**src/sv/sts_pkg.sv**
```systemverilog
// ----------------------------------------------------------------------------
// sts_pkg
// Shared types, constants and character helpers for the stream token scanner.
// ----------------------------------------------------------------------------
package sts_pkg;

  // Source size limit and the derived saturation point of the byte position
  localparam int MAX_SOURCE_BYTES = 65536;
  localparam int POS_LIMIT_INT    = (MAX_SOURCE_BYTES - 1 > 65535) ? 65535
                                                                   : MAX_SOURCE_BYTES - 1;
  localparam logic [15:0] POS_LIMIT  = 16'(POS_LIMIT_INT);
  localparam logic [15:0] LINE_LIMIT = 16'hFFFF;

  // Token queue depth
  localparam int QDEPTH = 4;
  localparam int QAW    = $clog2(QDEPTH);

  // Character codes
  localparam logic [7:0] CH_LPAREN = 8'h28;
  localparam logic [7:0] CH_RPAREN = 8'h29;
  localparam logic [7:0] CH_LBRACE = 8'h7B;
  localparam logic [7:0] CH_RBRACE = 8'h7D;
  localparam logic [7:0] CH_SEMI   = 8'h3B;
  localparam logic [7:0] CH_EQUAL  = 8'h3D;
  localparam logic [7:0] CH_PLUS   = 8'h2B;
  localparam logic [7:0] CH_SPACE  = 8'h20;
  localparam logic [7:0] CH_CR     = 8'h0D;
  localparam logic [7:0] CH_TAB    = 8'h09;
  localparam logic [7:0] CH_NL     = 8'h0A;
  localparam logic [7:0] CH_UNDER  = 8'h5F;
  localparam logic [7:0] CH_ZERO   = 8'h30;
  localparam logic [7:0] CH_NINE   = 8'h39;
  localparam logic [7:0] CH_LC_A   = 8'h61;
  localparam logic [7:0] CH_LC_Z   = 8'h7A;
  localparam logic [7:0] CH_UC_A   = 8'h41;
  localparam logic [7:0] CH_UC_Z   = 8'h5A;
  localparam logic [7:0] CH_LC_I   = 8'h69;
  localparam logic [7:0] CH_LC_R   = 8'h72;

  // Keyword match progress codes
  localparam logic [3:0] KW_NONE     = 4'd0;
  localparam logic [3:0] KW_I        = 4'd1;
  localparam logic [3:0] KW_INT_DONE = 4'd3;
  localparam logic [3:0] KW_R        = 4'd4;
  localparam logic [3:0] KW_RET_DONE = 4'd9;

  typedef enum logic [1:0] {
    MODE_IDLE = 2'd0,
    MODE_NUM  = 2'd1,
    MODE_ID   = 2'd2
  } scan_mode_t;

  typedef enum logic [3:0] {
    TK_LPAREN = 4'd0,
    TK_RPAREN = 4'd1,
    TK_LBRACE = 4'd2,
    TK_RBRACE = 4'd3,
    TK_SEMI   = 4'd4,
    TK_EQUAL  = 4'd5,
    TK_PLUS   = 4'd6,
    TK_NUMBER = 4'd7,
    TK_IDENT  = 4'd8,
    TK_INT    = 4'd9,
    TK_RETURN = 4'd10,
    TK_EOF    = 4'd11,
    TK_ERROR  = 4'd12
  } tok_kind_t;

  typedef struct packed {
    tok_kind_t   kind;
    logic [15:0] start;
    logic [15:0] len;
    logic [31:0] value;
    logic [7:0]  bad;
  } token_t;

  // All tokens caused by one accepted input transaction
  typedef struct packed {
    logic        has_a;  // flushed number or identifier
    token_t      tok_a;
    logic        has_b;  // punctuation, error or end of file
    token_t      tok_b;
    logic [15:0] line;
  } tok_rec_t;

  // Next character of the keyword text at a given progress index
  function automatic logic [7:0] kw_char(input logic [3:0] idx);
    logic [7:0] ch;
    case (idx)
      4'd1:    ch = 8'h69;  // i
      4'd2:    ch = 8'h6E;  // n
      4'd3:    ch = 8'h74;  // t
      4'd4:    ch = 8'h72;  // r
      4'd5:    ch = 8'h65;  // e
      4'd6:    ch = 8'h74;  // t
      4'd7:    ch = 8'h75;  // u
      4'd8:    ch = 8'h72;  // r
      4'd9:    ch = 8'h6E;  // n
      default: ch = 8'h00;
    endcase
    return ch;
  endfunction

  function automatic logic is_digit(input logic [7:0] c);
    return (c >= CH_ZERO) && (c <= CH_NINE);
  endfunction

  function automatic logic is_alpha(input logic [7:0] c);
    return ((c >= CH_LC_A) && (c <= CH_LC_Z)) ||
           ((c >= CH_UC_A) && (c <= CH_UC_Z)) || (c == CH_UNDER);
  endfunction

endpackage

```
**src/sv/sts_front.sv**
```systemverilog
// ----------------------------------------------------------------------------
// sts_front
// Scanner front end: classifies each byte, tracks the running scan state and
// builds one token record per transaction that produces any token.
// ----------------------------------------------------------------------------
module sts_front (
  input  logic              clk,
  input  logic              rst_n,
  input  logic              accept,
  input  logic [7:0]        char_code,
  input  logic              end_of_source,
  output logic              rec_push,
  output sts_pkg::tok_rec_t rec
);

  sts_pkg::scan_mode_t mode_r, mode_nxt;
  logic [15:0] pos_r, pos_nxt;
  logic [15:0] start_r, start_nxt;
  logic [15:0] line_r, line_nxt;
  logic [31:0] accum_r, accum_nxt;
  logic [3:0]  kw_r, kw_nxt;

  logic              flush_has;
  sts_pkg::token_t   flush_tok;
  logic [15:0]       pos_adv;
  logic [35:0]       accum_ext;
  logic [31:0]       accum_sat;
  logic [3:0]        kw_step;
  logic              num_cont;
  logic              id_cont;

  // Pending token as it would be flushed now
  always_comb begin
    flush_has       = (mode_r == sts_pkg::MODE_NUM) || (mode_r == sts_pkg::MODE_ID);
    flush_tok       = '0;
    flush_tok.start = start_r;
    flush_tok.len   = pos_r - start_r;
    if (mode_r == sts_pkg::MODE_NUM) begin
      flush_tok.kind  = sts_pkg::TK_NUMBER;
      flush_tok.value = accum_r;
    end else if (kw_r == sts_pkg::KW_INT_DONE) begin
      flush_tok.kind = sts_pkg::TK_INT;
    end else if (kw_r == sts_pkg::KW_RET_DONE) begin
      flush_tok.kind = sts_pkg::TK_RETURN;
    end else begin
      flush_tok.kind = sts_pkg::TK_IDENT;
    end
  end

  // Saturating position step, decimal step, keyword step and continuation checks
  always_comb begin
    pos_adv   = (pos_r < sts_pkg::POS_LIMIT) ? pos_r + 16'd1 : pos_r;
    accum_ext = {1'b0, accum_r, 3'b000} + {3'b000, accum_r, 1'b0}
              + {28'd0, char_code - sts_pkg::CH_ZERO};
    accum_sat = (accum_ext[35:32] != 4'd0) ? 32'hFFFF_FFFF : accum_ext[31:0];
    if ((kw_r != sts_pkg::KW_NONE) && (kw_r != sts_pkg::KW_INT_DONE) &&
        (kw_r < sts_pkg::KW_RET_DONE) && (sts_pkg::kw_char(kw_r + 4'd1) == char_code)) begin
      kw_step = kw_r + 4'd1;
    end else begin
      kw_step = sts_pkg::KW_NONE;
    end
    num_cont = (mode_r == sts_pkg::MODE_NUM) && sts_pkg::is_digit(char_code);
    id_cont  = (mode_r == sts_pkg::MODE_ID) &&
               (sts_pkg::is_alpha(char_code) || sts_pkg::is_digit(char_code));
  end

  // Next scan state
  always_comb begin
    mode_nxt  = mode_r;
    pos_nxt   = pos_r;
    start_nxt = start_r;
    line_nxt  = line_r;
    accum_nxt = accum_r;
    kw_nxt    = kw_r;
    if (accept) begin
      if (end_of_source) begin
        mode_nxt  = sts_pkg::MODE_IDLE;
        pos_nxt   = 16'd0;
        start_nxt = 16'd0;
        line_nxt  = 16'd1;
        accum_nxt = 32'd0;
        kw_nxt    = sts_pkg::KW_NONE;
      end else if (num_cont) begin
        accum_nxt = accum_sat;
        pos_nxt   = pos_adv;
      end else if (id_cont) begin
        kw_nxt  = kw_step;
        pos_nxt = pos_adv;
      end else begin
        start_nxt = pos_r;
        mode_nxt  = sts_pkg::MODE_IDLE;
        accum_nxt = 32'd0;
        kw_nxt    = sts_pkg::KW_NONE;
        pos_nxt   = pos_adv;
        if (char_code == sts_pkg::CH_NL) begin
          if (line_r < sts_pkg::LINE_LIMIT) line_nxt = line_r + 16'd1;
        end else if (sts_pkg::is_digit(char_code)) begin
          mode_nxt  = sts_pkg::MODE_NUM;
          accum_nxt = {24'd0, char_code - sts_pkg::CH_ZERO};
        end else if (sts_pkg::is_alpha(char_code)) begin
          mode_nxt = sts_pkg::MODE_ID;
          if (char_code == sts_pkg::CH_LC_I) kw_nxt = sts_pkg::KW_I;
          else if (char_code == sts_pkg::CH_LC_R) kw_nxt = sts_pkg::KW_R;
          else kw_nxt = sts_pkg::KW_NONE;
        end
      end
    end
  end

  // Token record of this transaction
  always_comb begin
    rec       = '0;
    rec.line  = line_r;
    rec.tok_a = flush_tok;
    if (accept && end_of_source) begin
      rec.has_a       = flush_has;
      rec.has_b       = 1'b1;
      rec.tok_b.kind  = sts_pkg::TK_EOF;
      rec.tok_b.start = pos_r;
    end else if (accept && !num_cont && !id_cont) begin
      rec.has_a       = flush_has;
      rec.tok_b.start = pos_r;
      rec.tok_b.len   = 16'd1;
      case (char_code)
        sts_pkg::CH_LPAREN: begin
          rec.has_b = 1'b1; rec.tok_b.kind = sts_pkg::TK_LPAREN;
        end
        sts_pkg::CH_RPAREN: begin
          rec.has_b = 1'b1; rec.tok_b.kind = sts_pkg::TK_RPAREN;
        end
        sts_pkg::CH_LBRACE: begin
          rec.has_b = 1'b1; rec.tok_b.kind = sts_pkg::TK_LBRACE;
        end
        sts_pkg::CH_RBRACE: begin
          rec.has_b = 1'b1; rec.tok_b.kind = sts_pkg::TK_RBRACE;
        end
        sts_pkg::CH_SEMI: begin
          rec.has_b = 1'b1; rec.tok_b.kind = sts_pkg::TK_SEMI;
        end
        sts_pkg::CH_EQUAL: begin
          rec.has_b = 1'b1; rec.tok_b.kind = sts_pkg::TK_EQUAL;
        end
        sts_pkg::CH_PLUS: begin
          rec.has_b = 1'b1; rec.tok_b.kind = sts_pkg::TK_PLUS;
        end
        sts_pkg::CH_SPACE, sts_pkg::CH_CR, sts_pkg::CH_TAB, sts_pkg::CH_NL: begin
        end
        default: begin
          if (!sts_pkg::is_digit(char_code) && !sts_pkg::is_alpha(char_code)) begin
            rec.has_b      = 1'b1;
            rec.tok_b.kind = sts_pkg::TK_ERROR;
            rec.tok_b.bad  = char_code;
          end
        end
      endcase
    end
    rec_push = rec.has_a || rec.has_b;
  end

  // Hold scan state
  always_ff @(posedge clk) begin
    if (!rst_n) begin
      mode_r  <= sts_pkg::MODE_IDLE;
      pos_r   <= 16'd0;
      start_r <= 16'd0;
      line_r  <= 16'd1;
      accum_r <= 32'd0;
      kw_r    <= sts_pkg::KW_NONE;
    end else begin
      mode_r  <= mode_nxt;
      pos_r   <= pos_nxt;
      start_r <= start_nxt;
      line_r  <= line_nxt;
      accum_r <= accum_nxt;
      kw_r    <= kw_nxt;
    end
  end

endmodule

```
**src/sv/sts_queue.sv**
```systemverilog
// ----------------------------------------------------------------------------
// sts_queue
// Short queue of token records between the scanner front and the back end.
// ----------------------------------------------------------------------------
module sts_queue (
  input  logic              clk,
  input  logic              rst_n,
  input  logic              push,
  input  sts_pkg::tok_rec_t push_rec,
  output logic              full,
  input  logic              pop,
  output logic              empty,
  output sts_pkg::tok_rec_t head_rec
);

  sts_pkg::tok_rec_t entry_r [sts_pkg::QDEPTH];
  logic [sts_pkg::QAW-1:0] wr_ptr_r, wr_ptr_nxt;
  logic [sts_pkg::QAW-1:0] rd_ptr_r, rd_ptr_nxt;
  logic [sts_pkg::QAW:0]   count_r, count_nxt;
  logic                    do_push, do_pop;

  assign full     = (count_r == (sts_pkg::QAW+1)'(sts_pkg::QDEPTH));
  assign empty    = (count_r == '0);
  assign do_push  = push && !full;
  assign do_pop   = pop && !empty;
  assign head_rec = entry_r[rd_ptr_r];

  // Advance pointers and occupancy
  always_comb begin
    wr_ptr_nxt = do_push ? wr_ptr_r + 1'b1 : wr_ptr_r;
    rd_ptr_nxt = do_pop  ? rd_ptr_r + 1'b1 : rd_ptr_r;
    count_nxt  = count_r + (sts_pkg::QAW+1)'(do_push) - (sts_pkg::QAW+1)'(do_pop);
  end

  always_ff @(posedge clk) begin
    if (!rst_n) begin
      wr_ptr_r <= '0;
      rd_ptr_r <= '0;
      count_r  <= '0;
    end else begin
      wr_ptr_r <= wr_ptr_nxt;
      rd_ptr_r <= rd_ptr_nxt;
      count_r  <= count_nxt;
    end
  end

  // Store pushed record
  always_ff @(posedge clk) begin
    if (do_push) entry_r[wr_ptr_r] <= push_rec;
  end

endmodule

```
**src/sv/sts_back.sv**
```systemverilog
// ----------------------------------------------------------------------------
// sts_back
// Token back end: holds one record and delivers its tokens one per transaction.
// ----------------------------------------------------------------------------
module sts_back (
  input  logic              clk,
  input  logic              rst_n,
  input  logic              q_empty,
  input  sts_pkg::tok_rec_t q_rec,
  output logic              q_pop,
  input  logic              out_pop,
  output logic              out_empty,
  output sts_pkg::token_t   out_tok,
  output logic [15:0]       out_line,
  output logic              out_last
);

  sts_pkg::tok_rec_t rec_r, rec_nxt;
  logic              valid_r, valid_nxt;
  logic              phase_r, phase_nxt;
  logic              show_b, take, load;

  // Select the token on view
  always_comb begin
    show_b    = phase_r || !rec_r.has_a;
    out_last  = show_b || !rec_r.has_b;
    out_tok   = show_b ? rec_r.tok_b : rec_r.tok_a;
    out_line  = rec_r.line;
    out_empty = !valid_r;
  end

  // Advance through the record and refill from the queue
  always_comb begin
    take      = out_pop && valid_r;
    load      = !valid_r || (take && out_last);
    q_pop     = load && !q_empty;
    rec_nxt   = rec_r;
    valid_nxt = valid_r;
    phase_nxt = phase_r;
    if (load) begin
      rec_nxt   = q_rec;
      valid_nxt = !q_empty;
      phase_nxt = 1'b0;
    end else if (take) begin
      phase_nxt = 1'b1;
    end
  end

  always_ff @(posedge clk) begin
    if (!rst_n) begin
      valid_r <= 1'b0;
      phase_r <= 1'b0;
    end else begin
      valid_r <= valid_nxt;
      phase_r <= phase_nxt;
    end
  end

  always_ff @(posedge clk) begin
    rec_r <= rec_nxt;
  end

endmodule

```
**src/sv/stream_token_scanner_top.sv**
```systemverilog
// ----------------------------------------------------------------------------
// stream_token_scanner_top
// Streaming maximal-munch token scanner: bytes in, tokens out, queue-style ports.
// ----------------------------------------------------------------------------
// Output: a token reaches the result ports once the transaction that completes it has
// been written into the queue and then loaded into the back stage.
// Throughput: one byte per cycle unless the queue is full; a two-token transaction
// is delivered as two pops from the back stage; the 4-record queue absorbs bursts.
// Reset: synchronous, active low; clears scan state (line 1, offset 0) and empties
// the queue and the output stage.
module stream_token_scanner_top (
  input  logic        clk,
  input  logic        rst_n,
  input  logic        in_push,
  output logic        in_full,
  input  logic [7:0]  in_char_code,
  input  logic        in_end_of_source,
  output logic        out_empty,
  input  logic        out_pop,
  output logic [3:0]  out_token_kind,
  output logic [15:0] out_start_offset,
  output logic [15:0] out_token_length,
  output logic [15:0] out_line_number,
  output logic [31:0] out_number_value,
  output logic [7:0]  out_bad_char,
  output logic        out_last_of_run
);

  logic              accept;
  logic              rec_push;
  sts_pkg::tok_rec_t front_rec;
  sts_pkg::tok_rec_t head_rec;
  logic              q_empty, q_pop;
  sts_pkg::token_t   tok;

  assign accept = in_push && !in_full;

  sts_front u_front (
    .clk           (clk),
    .rst_n         (rst_n),
    .accept        (accept),
    .char_code     (in_char_code),
    .end_of_source (in_end_of_source),
    .rec_push      (rec_push),
    .rec           (front_rec)
  );

  sts_queue u_queue (
    .clk      (clk),
    .rst_n    (rst_n),
    .push     (rec_push),
    .push_rec (front_rec),
    .full     (in_full),
    .pop      (q_pop),
    .empty    (q_empty),
    .head_rec (head_rec)
  );

  sts_back u_back (
    .clk       (clk),
    .rst_n     (rst_n),
    .q_empty   (q_empty),
    .q_rec     (head_rec),
    .q_pop     (q_pop),
    .out_pop   (out_pop),
    .out_empty (out_empty),
    .out_tok   (tok),
    .out_line  (out_line_number),
    .out_last  (out_last_of_run)
  );

  // Unpack the token on view
  assign out_token_kind   = tok.kind;
  assign out_start_offset = tok.start;
  assign out_token_length = tok.len;
  assign out_number_value = tok.value;
  assign out_bad_char     = tok.bad;

endmodule

```
**config.mk**
```make
export PLATFORM = sky130hd
export DESIGN_NAME = stream_token_scanner_top
export DESIGN_NICKNAME = d
export VERILOG_FILES = /design/src/sv/sts_pkg.sv /design/src/sv/sts_front.sv /design/src/sv/sts_queue.sv /design/src/sv/sts_back.sv /design/src/sv/stream_token_scanner_top.sv
export SDC_FILE = /design/constraint.sdc
export NUM_CORES = 1
export LEC_CHECK = 0
export BUFFER_PORTS_ARGS = -buffer_cell sky130_fd_sc_hd__buf_2
export CAP_MARGIN = 20
export CORE_ASPECT_RATIO = 0.6
export CORE_MARGIN = 2
export CORE_UTILIZATION = 30
export DETAILED_ROUTE_END_ITERATION = 7
export PLACE_DENSITY_LB_ADDON = 0.25
export SETUP_SLACK_MARGIN = 0.2
export SYNTH_ARGS = -nofsm -noshare
export SYNTH_HDL_FRONTEND = slang
export SYNTH_SLANG_ARGS = --single-unit
```
**constraint.sdc**
```tcl
create_clock -name clk -period 13.08 [get_ports clk]
set_input_delay 0.654 -clock clk [delete_from_list [all_inputs] [get_ports clk]]
set_output_delay 0.654 -clock clk [all_outputs]
set_load 0.02 [all_outputs]
```
# Word-level counts from Yosys, hierarchy flattened
# Memories as Yosys holds them, arrays and structs flattened. A register that Yosys moved wholly into a read port is not among the register bits.
# Cells that the tools add are included.
# word_totals
wordCells,158
mem_bits_ro,112
mem_count,2
latchBits,0
regBits,135
ram_bits,520
# memory_table
memory,depth,width,read_ports,rd_ports_with_merged_regs,write_ports,line,source
u_queue.entry_r,4,130,1,1,1,sts_queue.sv:16,sts_pkg::tok_rec_t entry_r [sts_pkg::QDEPTH];
(no name shown),16,7,1,0,0,sts_pkg.sv:89,case (idx)
# classes
addsub,11
bitwise,1
shifts,0
n_mul,0
order_cmp,9
div_mod_pow,0
muxes,49
eq_ne,24
reduce_logical,49
# ops
op,n
2-to-1 mux 32 bit,6
2-to-1 mux 16 bit,11
2-to-1 mux 76 bit,1
"equality test 8 x 6 -> 1 bit, second input constant",6
"equality test 8 x 7 -> 1 bit, second input constant",5
2-to-1 mux 4 bit,10
2-to-1 mux 8 bit,5
case mux 5 bit (8 select lines),1
2-to-1 mux 37 bit,1
adder 35 x 33 -> 36 bit,1
adder 36 x 8 -> 36 bit,1
"adder 16 x 1 -> 16 bit, second input constant",2
"< comparator 16 bit, second input constant",2
"equality test 8 x 4 -> 1 bit, second input constant",3
2-to-1 mux 21 bit,1
logical AND 1 bit,18
"greater-or-equal comparator 8 x 7 -> 1 bit, second input constant",2
"less-or-equal comparator 8 x 7 -> 1 bit, second input constant",2
subtractor 16 bit,1
2-to-1 mux 2 bit,7
OR reduction 11 bit,1
logical NOT 1 bit,9
equality test 8 bit,1
"greater-or-equal comparator 8 x 6 -> 1 bit, second input constant",1
other kinds (28),45

# Depth between registers and ports, before layout
# logic_depth
ltp_word,14
mapped_depth,15
mapped_depth_nobuf,14

# Modules after synthesis
# From an unflattened synthesis, not the netlist that was laid out.
# hier_totals
hier_cells,2278
hier_area_um2,39613.0
# by_module_without_submodules
mod,area_each_um2,seq_area_each_um2,instances,cells_each
sts_queue,24975.2,20599.8,1,938
sts_front,8150.3,1721.7,1,1055
sts_back,6473.7,5144.9,1,284
stream_token_scanner_top,13.8,0.0,1,1

# Least setup slack after synthesis
# OpenSTA, ideal clock, no wires.
# synth_timing
path_kind,input to register
from,input port in_char_code[1]
to,memory u_queue.entry_r[0][0] (netlist name) (enable)
setup_time_ns,0.487
cell_stages,8
n_path_buf,1
path_slack_ns,7.578
arrival_ns,5.014
cell_sequence,buf_2 nor4_2 o21ai_1 a221o_1 a22oi_1 a21oi_1 o31ai_4 and2_1
# synth_between
elab_chain_cells,14
# synth_rtl
element,line,source
start: declaration,stream_token_scanner_top.sv:16,"input logic [7:0] in_char_code,"
"greater-or-equal comparator 8 x 7 -> 1 bit, or another cell as far along",sts_pkg.sv:109,return ((c >= CH_LC_A) && (c <= CH_LC_Z)) ||
"logical AND 1 bit, on equally long branches","sts_pkg.sv:109, sts_pkg.sv:110",
logical OR 1 bit,sts_pkg.sv:109,
logical OR 1 bit,sts_pkg.sv:110,((c >= CH_UC_A) && (c <= CH_UC_Z)) || (c == CH_UNDER);
logical NOT 1 bit / logical OR 1 bit (equally long branches),"sts_front.sv:149, sts_front.sv:64",
"logical AND 1 bit, on equally long branches","sts_front.sv:149, sts_front.sv:63",
2-to-1 mux 5 bit / logical NOT 1 bit (equally long branches),"sts_front.sv:149, sts_front.sv:120",
case mux 5 bit (8 select lines) / logical AND 1 bit (equally long branches),"sts_front.sv:124, sts_front.sv:120",
2-to-1 mux 37 bit / 2-to-1 mux 1 bit (equally long branches),sts_front.sv:120,end else if (accept && !num_cont && !id_cont) begin
2-to-1 mux 21 bit / 2-to-1 mux 1 bit (equally long branches),sts_front.sv:115,if (accept && end_of_source) begin
logical OR 1 bit (*),sts_front.sv:157,rec_push = rec.has_a || rec.has_b;
logical AND 1 bit (*),sts_queue.sv:24,assign do_push = push && !full;
2-to-1 mux 1 bit (*),sts_queue.sv:49,if (do_push) entry_r[wr_ptr_r] <= push_rec;
2-to-1 mux 1 bit (implied by the code) (*),sts_queue.sv:49,
end: declaration,sts_queue.sv:16,
# Every way passes the cells marked *; elsewhere a longest branch is shown, timed or not.

# Worst setup path in the final report
# layout_timing
from,input port in_char_code[5]
to,register u_front.accum_r[24]
# layout_between
elab_chain_cells,8
# layout_rtl
element,line,source
"parallel branches: the longest is 8 deep, another holds adder 36 x 8 -> 36 bit",--,
end signal: assignment,sts_front.sv:174,accum_r <= accum_nxt;
end: declaration,sts_front.sv:20,"logic [31:0] accum_r, accum_nxt;"
# Parallel ways; which one is timed is not known.
# A chain may end at the register's enable or synchronous reset.

==> impl_metrics.yaml <==
status:
  outcome: "finished clean"
die:
  fp.dieH_um: 246
  die_x_um: 407
  rows: 88
  core_area_sq_mm: 0.0962
  ios: 108
  dieArea_sq_mm: 0.0999
  start_util_pct: 30.3
worst_setup_path:
  r2r_cells: 12
  reg2reg_from: "u_front.accum_r[0]"
  criticalPathCategory: "input port to flop"
  critPathRequiredTime_ps: 13520
  r2r_slack_ps: 8560
  critPathMaxFanout: 32
  cp-start-kind: "input port"
  worstPathArrival_ps: 5020
  endpoint_kind: "flop"
  rr_endpoint: "u_front.accum_r[24]"
hold_path:
  hold_path.class: "input port to flop"
  hold_path_end: "u_back.phase_r"
  hold_path_depth: 3
  min-delay-start: "out_pop"
logic_synthesis:
  synth_cells: 1915
  ys.flop_type: "edfxtp_1"
  synth_area_leaders: "edfxtp_1 (59%), mux4_2 (8.9%), dfxtp_1 (6.5%)"
  synth_area_sq_mm: 0.0292
  ys_async_sr_fraction_pct: 0
  ys_types: 74
  syn_nets: 2031
  synth_warnings: 0
  synth_seq_cells: 670
  synth_top_area_cell: "edfxtp_1"
  ys_seq_area_share_pct: 65.6
  synth_edf_count: 575
  synth.avg_cell_area_sq_um: 15.2
  synth_top_area_share_pct: 59.1
global_route:
  grt_pass1_wl_mm: 102
  grt_pass1_vias: 16567
  grt_overflow: 0
  track_usage_pct: 13.3
  antenna_found_initial: 2
  grt_max_degree: 78
sta:
  setup_tns_ps: 0
  post-route-period-util_pct: 35.0
  max_freq_mhz: 218
  rsz0062_at_grt: "false"
  relSlewSlack_pct: 28.8
  skew_ps: 40.8
  setup_violations: 0
  finalHoldViolations: 0
  post-route-min-period_ps: 4580
  worst_pin_slew_ps: 1070
  finalMaxSlewViolations: 0
placed_design:
  gp_congestion: 0.855
  dp_hpwl_mm: 42.3
  io_buffers: 107
  dp.cells: 3245
  placed_cell_area_sq_mm: 0.0311
job:
  cap_violations: 0
route:
  drt_wl_total_mm: 66.3
  drc: 0
  drtIter0Drc: 1195
  dr_wl_met3_mm: 2.87
  wire_per_inst_um: 19.7
  drt_pre_antenna_iters: 5
  drt-met1-wl_mm: 34.4
  num_vias: 16201
  route.met2.wl_mm: 27.9
  highest_layer: "met4"
  viasPerCell: 4.82
  antenna_left: 0
clock_tree:
  ctsHoldBuffers: 0
  cts_tree: "built"
  cts_max_level: 2
  post-cts-setup-buffers: 0
  clk_latency_ps: 660
  cts_made_buffers: 61
  cts_sinks: 670
  clockBufferDepth: 3
  clk_pin_slew_ps: 60
  cts_root_buf: "clkbuf_16"
  cts_resized: 0
finish:
  seqCellArea_sq_mm: 0.0192
  stdcell_count: 3363
  num-fill-cells: 9255
  final_common_cell: "edfxtp_1"
  final_nets: 2122
  multiInputGateArea_sq_mm: 0.00938
  final_cell_area_sq_mm: 0.0332
  final_layout_size_suffix_gt1_share_pct: 18.6
  area_growth_pct: 13.8
  final_cell_mix: "edfxtp_1 (575), mux4_2 (115), a21oi_1 (110)"
power:
  p_per_area_mw_per_mm2: 188
  p_sw_uw: 1820
  comb_power_share_pct: 23.2
  peakVddDrop_uv: 117
  intPower_uw: 4410
  seqPwrFrac_pct: 47.7
  switching_share_pct: 29.2
  power.leakage_uw: 0.0114
  pwr-share-clk_pct: 29.2
routing by layer:
layer,GRT usage (%),vias to the layer above
li1,-,7530
met1,20.6,8266
met2,19.5,323
met3,2.17,82
met4,2.91,0
met5,0,-
layout make-up:
type	instances	area share (%)
clock inverters	29	1.10
clock buffers	85	4.90
repair buffers	127	2.28
diodes	1	0.00753
flip-flops and latches	670	57.7
inverters	75	0.847
multi-input cells	1071	28.2
well taps	1305	4.91
worst max-delay path by stage:
| stage | cells after the start | endpoint | slack [ps] | start |
|---|---|---|---|---|
| floorplan | 8 | u_queue.entry_r[0][0] | 7580 | in_char_code[1] |
| global placement | 14 | u_front.accum_r[27] | 8010 | in_char_code[5] |
| detailed placement | 14 | u_front.accum_r[24] | 7870 | in_char_code[5] |
| CTS | 14 | u_front.accum_r[24] | 8540 | in_char_code[5] |
| global route | 14 | u_front.accum_r[2] | 8080 | in_char_code[5] |
| finish | 14 | u_front.accum_r[24] | 8500 | in_char_code[5] |
synthesized netlist by cell type, types with 22 or more instances:
cell	instances
a21oi_1	111
a31oi_1	24
and2_1	98
clkbuf_1	55
dfxtp_1	95
edfxtp_1	575
ha_1	95
inv_1	74
mux2_2	22
mux2i_1	24
mux4_2	115
nand2_1	67
nand3_1	32
nor2_1	103
nor2b_1	39
o21ai_0	43
xnor2_1	37
xor2_1	40
power by group through the flow:
stage                     Sequential, uW  Combinational, uW  Clock, uW
after floorplan                     2950               1050          0
after global placement              3010               1490          0
after detailed placement            3030               1500          0
after CTS                           2990               1500       1880
after global routing                3020               1580       1960
final                               2970               1440       1820
kinds of logic after synthesis:
logic type | synth area share, %
simple gates | 8.02
flops | 65.6
compound gates | 6.31
mux | 10.5
buf+inv | 2.50
fa+ha+maj | 4.62
xor+xnor | 2.37
sequential cells by signal (all words and copies together), names as in the netlist, 3 cells and up:
register and flops:
u_queue.entry_r 460, u_back.rec_r 99, u_front.accum_r 32, u_back.out_line 16
u_front.line_r 16, u_front.pos_r 16, u_front.start_r 16, u_front.kw_r 4
u_queue.count_r 3
through the flow:
stage               hold WS, ps  utilization [%]  power [uW]  setup slack (ps)
finish                      292             34.5        6230              8500
global route                267             34.5        6560              8080
CTS                         241             34.4        6370              8540
detailed placement          511             32.4        4530              7870
global placement            493             32.4        4500              8010
floorplan                   439                -        4000              7580
worst max-delay path: stages:
cell	delay (ps)
buf_2	190
ha_1	370
xor2_1	270
fa_1	450
inv_1	70
ha_1	270
a21oi_1	230
o211ai_1	230
a211oi_1	400
a211oi_1	150
o2111a_1	290
or3_1	390
a21oi_4	760
a41oi_1	230
Note: power is estimated with default switching activity, not from simulation.
